### src/hw/rtl/bouncing_particle_integrator_assert.svh
// Assertion macros shared by the particle integrator RTL.
`ifndef BOUNCING_PARTICLE_INTEGRATOR_ASSERT_SVH
`define BOUNCING_PARTICLE_INTEGRATOR_ASSERT_SVH

// Check a consequence in the same cycle as its cause.
`define BPI_ASSERT_SAME(lbl, ante, cons, msg) \
	lbl: assert property (@(posedge clk) disable iff (!arst_n) (ante) |-> (cons)) \
		else $error(msg);

// Check a consequence in the cycle after its cause.
`define BPI_ASSERT_NEXT(lbl, ante, cons, msg) \
	lbl: assert property (@(posedge clk) disable iff (!arst_n) (ante) |=> (cons)) \
		else $error(msg);

`endif

### src/hw/rtl/bpi_pkg.sv
// Shared constants, codes and helpers of the particle integrator.
`default_nettype none

package bpi_pkg;

	// Item codes on the input side
	localparam logic [1:0] OP_PRESS   = 2'd0;
	localparam logic [1:0] OP_RELEASE = 2'd1;
	localparam logic [1:0] OP_TICK    = 2'd2;

	// Result kinds
	localparam logic KIND_ACK = 1'b0;
	localparam logic KIND_POS = 1'b1;

	// Configuration register indexes
	localparam int CFG_IDX_W  = 3;
	localparam int CFG_DATA_W = 23;
	localparam logic [CFG_IDX_W-1:0] CFG_TIME_STEP   = 3'd0;
	localparam logic [CFG_IDX_W-1:0] CFG_DRAG_RATIO  = 3'd1;
	localparam logic [CFG_IDX_W-1:0] CFG_RESTITUTION = 3'd2;
	localparam logic [CFG_IDX_W-1:0] CFG_LAUNCH_GAIN = 3'd3;
	localparam logic [CFG_IDX_W-1:0] CFG_GRAVITY     = 3'd4;

	// Register widths and reset values
	localparam int TS_W   = 17;
	localparam int DRAG_W = 21;
	localparam int REST_W = 17;
	localparam int GAIN_W = 21;
	localparam int GRAV_W = 23;
	localparam logic [TS_W-1:0]   TS_RST   = 17'd655;
	localparam logic [DRAG_W-1:0] DRAG_RST = 21'd13107;
	localparam logic [REST_W-1:0] REST_RST = 17'd52429;
	localparam logic [GAIN_W-1:0] GAIN_RST = 21'd131072;
	localparam logic [GRAV_W-1:0] GRAV_RST = 23'd642253;

	// Datapath widths
	localparam int VAL_W      = 32;
	localparam int OPB_W      = 24;
	localparam int PROD_W     = VAL_W + OPB_W;
	localparam int SUM_W      = VAL_W + 2;
	localparam int ROW_W      = 4 * VAL_W;
	localparam int BALL_IDX_W = 6;

	// Clamp an exact sum to the signed 32-bit range
	function automatic logic signed [VAL_W-1:0] sat34(input logic signed [SUM_W-1:0] v);
		logic signed [VAL_W-1:0] r;
		if (v[SUM_W-1:VAL_W-1] == '0 || v[SUM_W-1:VAL_W-1] == '1) begin
			r = v[VAL_W-1:0];
		end else if (v[SUM_W-1]) begin
			r = {1'b1, {(VAL_W-1){1'b0}}};
		end else begin
			r = {1'b0, {(VAL_W-1){1'b1}}};
		end
		return r;
	endfunction

endpackage

`default_nettype wire

### src/hw/rtl/bpi_mul.sv
// Shared two-stage fixed-point multiplier with floor rounding and clamp.
`default_nettype none

module bpi_mul #(
	parameter int FRAC_BITS = 16
) (
	input  wire logic                               clk,
	input  wire logic signed [bpi_pkg::VAL_W-1:0]   a,
	input  wire logic signed [bpi_pkg::OPB_W-1:0]   b,
	output logic      signed [bpi_pkg::VAL_W-1:0]   p
);

	localparam int VW = bpi_pkg::VAL_W;
	localparam int PW = bpi_pkg::PROD_W;

	logic signed [PW-1:0] prod_s1;
	logic signed [PW-1:0] shr_c;

	// Stage one: exact product
	always_ff @(posedge clk) begin
		prod_s1 <= PW'(a) * PW'(b);
	end

	// Arithmetic shift rounds toward minus infinity
	assign shr_c = prod_s1 >>> FRAC_BITS;

	// Stage two: clamp to the signed 32-bit range
	always_ff @(posedge clk) begin
		if (shr_c[PW-1:VW-1] == '0 || shr_c[PW-1:VW-1] == '1) begin
			p <= shr_c[VW-1:0];
		end else if (shr_c[PW-1]) begin
			p <= {1'b1, {(VW-1){1'b0}}};
		end else begin
			p <= {1'b0, {(VW-1){1'b1}}};
		end
	end

endmodule

`default_nettype wire

### config.mk
export PLATFORM = sky130hd
export DESIGN_NAME = bpi_mul
export DESIGN_NICKNAME = d
export VERILOG_FILES = /design/src/hw/rtl/bouncing_particle_integrator_assert.svh /design/src/hw/rtl/bpi_pkg.sv /design/src/hw/rtl/bpi_mul.sv
export SDC_FILE = /design/constraint.sdc
export NUM_CORES = 2
export LEC_CHECK = 0
export BUFFER_PORTS_ARGS = -buffer_cell sky130_fd_sc_hd__buf_2
export CELL_PAD_IN_SITES_DETAIL_PLACEMENT = 0
export CELL_PAD_IN_SITES_GLOBAL_PLACEMENT = 1
export CORE_MARGIN = 2
export CORE_UTILIZATION = 47
export CTS_CLUSTER_DIAMETER = 200
export DETAILED_ROUTE_END_ITERATION = 16
export GPL_TIMING_DRIVEN = 0
export PLACE_DENSITY = 0.88
export REMOVE_ABC_BUFFERS = 1
export SLEW_MARGIN = 20
export SYNTH_ARGS = -nofsm -noshare
export SYNTH_HDL_FRONTEND = slang
export SYNTH_SLANG_ARGS = --single-unit
### constraint.sdc
create_clock -name clk -period 7.76 [get_ports clk]
set_input_delay 1.552 -clock clk [delete_from_list [all_inputs] [get_ports clk]]
set_output_delay 1.552 -clock clk [all_outputs]
set_load 0.02 [all_outputs]
==> metrics.cfg <==
[clock_tree]
htree_levels=3
cts_hold_buf=0
maximum_count_of_clock_buffers_along_a_single_path=2
tritoncts=done
cts.clk_slew.worst_paths_ns=0.07
clock_tree.root_cell=sky130_fd_sc_hd__clkbuf_16
clock_sinks=72
cts-buffers-inserted=9
insertion_delay_ns=0.33

[global_routing]
number_of_global_route_vias_before_repair=22760
globalRouteTotalUtil=0.2611
global_route_wire_length_before_repair_um=123800
grt_max_degree=33
overflow_after_grt=0
initial_antenna_violation_count=3

[placed_design]
place_congestion=0.8946
numPortBuffers=88
place.detailed.hpwl_um=52760

[timing]
fin_skew_ns=0.009452
setup_ws_ns=-0.2863
totalNegativeSetupSlack_ns=-2.757
final.period_utilization=1.037
tightestPinTransition_ns=0.7166
post-route-min-period_ns=8.046
worst_hold_slack_ns=0.4236
fmaxAchievable_mhz=124.3
relSlewSlack=0.5217
finalMaxSlewViolations=0
setup-violations-final=16
finalHoldViolCount=0
rsz0062_at_grt=true

[detailed_routing]
drtAntennaViolNets=0
detail_route.wirelength.met1_um=28480
remaining_drcs=0
dr_total_vias=20220
highest-signal-layer=met5
drtIter0Drc=1290
wl_met3_um=8087
routed_wirelength_um=81820
routed_via_density=5.337
detail_route_met2_wl_um=40290
wl_per_cell_um=21.59
dr.pass1.iters=6

[yosys]
ys_warn_count=0
ys_async_sr_fraction=0
synth_ff_type=sky130_fd_sc_hd__dfxtp_1
number_of_flops_mapped_to_enable_cells_by_yosys=0
number_of_distinct_standard_cells_referenced_by_the_synthesized_netlist=66
postSynthRegisterBits=72
syn-mean-instance-area_um2=9.461
synth.cell_area_mm2=0.02819
synthesis.instances=2980
ys_seq_area_frac=0.05112

[worst_setup_path]
critPathArrivalTime_ns=8.30
rrSetupSlack_ns=6.23
r2r_start=prod_s1[47]
r2r_cells=4
cp_max_fo=24
crit_type=in2reg
critPathCaptureType=register
critPathRequiredTime_ns=8.01
critical_path_source_type=primary input
r2r-end=p[7]

[floorplan]
fp.dieArea_mm2=0.06196
floorplan.io_pins=89
initial_core_util=0.4768
die_w_um=248.9
floorplan.die.height_um=248.9
floorplan.rows=89
floorplan.core_area_mm2=0.05913

[final_layout]
final_layout_size_suffix_gt1_frac=0.09894
final_common_cell=sky130_fd_sc_hd__fa_1
most-common-layout-cells=765 x sky130_fd_sc_hd__fa_1, 759 x sky130_fd_sc_hd__inv_1, 384 x sky130_fd_sc_hd__nand2_1, 346 x sky130_fd_sc_hd__and2_1, 130 x sky130_fd_sc_hd__ha_1
final_nets=3992
final_util=0.5418
area_delta_synth_final_pct=13.62

[worst_hold_path]
hp-start=prod_s1[27]
hold_path_depth=1
min_path_type=reg2reg
timing.hold.worst_endpoint=p[11]

[job]
max_cap_viols=0

[status]
outcome=finished with violations
failed_checks=setup timing

[worst max-delay path, cell delays in order]
cell and delay [ns]:
sky130_fd_sc_hd__buf_8 0.21, sky130_fd_sc_hd__nand2_1 0.12, sky130_fd_sc_hd__fa_1 0.51, sky130_fd_sc_hd__inv_1 0.05, sky130_fd_sc_hd__fa_1 0.49, sky130_fd_sc_hd__inv_1 0.05, sky130_fd_sc_hd__fa_1 0.56, sky130_fd_sc_hd__inv_1 0.06
sky130_fd_sc_hd__fa_1 0.40, sky130_fd_sc_hd__fa_1 0.52, sky130_fd_sc_hd__fa_1 0.50, sky130_fd_sc_hd__inv_1 0.05, sky130_fd_sc_hd__fa_2 0.59, sky130_fd_sc_hd__inv_2 0.06, sky130_fd_sc_hd__ha_4 0.27, sky130_fd_sc_hd__and4_4 0.22
sky130_fd_sc_hd__nand3_2 0.09, sky130_fd_sc_hd__or4b_4 0.54, sky130_fd_sc_hd__a31oi_4 0.26, sky130_fd_sc_hd__buf_6 0.15, sky130_fd_sc_hd__o211ai_4 0.09, sky130_fd_sc_hd__buf_4 0.17, sky130_fd_sc_hd__a31oi_4 0.17, sky130_fd_sc_hd__a21o_1 0.23
sky130_fd_sc_hd__buf_4 0.16, sky130_fd_sc_hd__xor2_2 0.18
[cell type report]
class,count,area [µm²]
Sequential cell,72,1441
Clock inverter,7,66.31
Inverter,772,2922
Antenna cell,4,10.01
Clock buffer,9,225.2
Tap cell,773,967.2
Fill cell,5187,27100
Multi-Input combinational cell,1989,23840
Timing Repair Buffer,163,2566
[metrics by stage]
stage	std cells	setup WS (ns)	area [µm²]
6_report	3789	-0.2863	32030
5_1_grt	3785	-0.4666	32020
4_1_cts	3747	-0.1853	30980
3_5_place_dp	3696	-1.961	29110
3_3_place_gp	3694	-1.893	29040
2_1_floorplan	2833	-0.2571	27630
[flip-flops by register name (all words and copies together) (netlist names)]
| signal | cells |
|---|---|
| p | 32 |
| prod_s1 | 40 |
[cell families after synthesis]
kind of cell / count (synthesis) / share of synthesized area
muxes: 1 / 0.0003550
adders and majority gates: 928 / 0.6200
xor gates and xnor gates: 47 / 0.01460
AOI/OAI and AO/OA: 159 / 0.03972
buffers and inverters: 919 / 0.1228
DFF: 72 / 0.05112
and+or+nand+nor: 854 / 0.1513
[cells in the mapped netlist, types with 2 or more instances]
cell                        count  area [µm²]
sky130_fd_sc_hd__nor2b_1        4       25.02
sky130_fd_sc_hd__clkbuf_1     142       533.0
sky130_fd_sc_hd__nor2_1        43       161.4
sky130_fd_sc_hd__a211oi_1       3       22.52
sky130_fd_sc_hd__a31oi_1        4       25.02
sky130_fd_sc_hd__buf_4          3       22.52
sky130_fd_sc_hd__a21oi_1       39       195.2
sky130_fd_sc_hd__a211o_1        3       26.28
sky130_fd_sc_hd__o211ai_1       4       30.03
sky130_fd_sc_hd__fa_1         782       15660
sky130_fd_sc_hd__ha_1         146        1827
sky130_fd_sc_hd__nand4_1        6       37.54
sky130_fd_sc_hd__and2_1       367        2296
sky130_fd_sc_hd__o21bai_1       3       22.52
sky130_fd_sc_hd__and4_1         3       26.28
sky130_fd_sc_hd__xor2_1        14       122.6
sky130_fd_sc_hd__nand2_1      388        1456
sky130_fd_sc_hd__dfxtp_1       72        1441
sky130_fd_sc_hd__inv_1        772        2898
sky130_fd_sc_hd__o21ai_0       18       90.09
sky130_fd_sc_hd__xnor2_1       33       289.0
sky130_fd_sc_hd__o21a_1         5       37.54
sky130_fd_sc_hd__nor3_1         7       35.03
sky130_fd_sc_hd__nand3_1       13       65.06
sky130_fd_sc_hd__nor4_1         2       12.51
sky130_fd_sc_hd__a21o_1        52       390.4
sky130_fd_sc_hd__a21oi_2        2       17.52
sky130_fd_sc_hd__nand2b_1       7       43.79
sky130_fd_sc_hd__o2111ai_1      2       17.52
sky130_fd_sc_hd__and3_1         5       31.28
[repair_timing]
item	4_1_cts	5_1_grt
pin swaps	48	61
setup buffers	25	22
cloned	10	16
gates resized for setup	263	97
endpoints found under the setup margin	35	30
[layer usage]
metal / track usage / up-vias
met5: 0 / -
met4: 0.1124 / 4
met3: 0.05862 / 267
met2: 0.4639 / 890
met1: 0.3028 / 10530
li1: - / 8537
[worst max path at each step]
stage | endpoint | slack (ns) | depth (start not counted) | start
2_1_floorplan | prod_s1[55] | -0.26 | 21 | a[31]
3_3_place_gp | prod_s1[55] | -1.89 | 22 | b[0]
3_5_place_dp | prod_s1[55] | -1.96 | 22 | b[0]
4_1_cts | prod_s1[53] | -0.19 | 24 | b[20]
5_1_grt | prod_s1[42] | -0.47 | 26 | a[6]
6_report | prod_s1[42] | -0.29 | 26 | a[6]
Power is not shown: default switching activity piles up to over one toggle a cycle in this logic, so the estimate is an artifact.
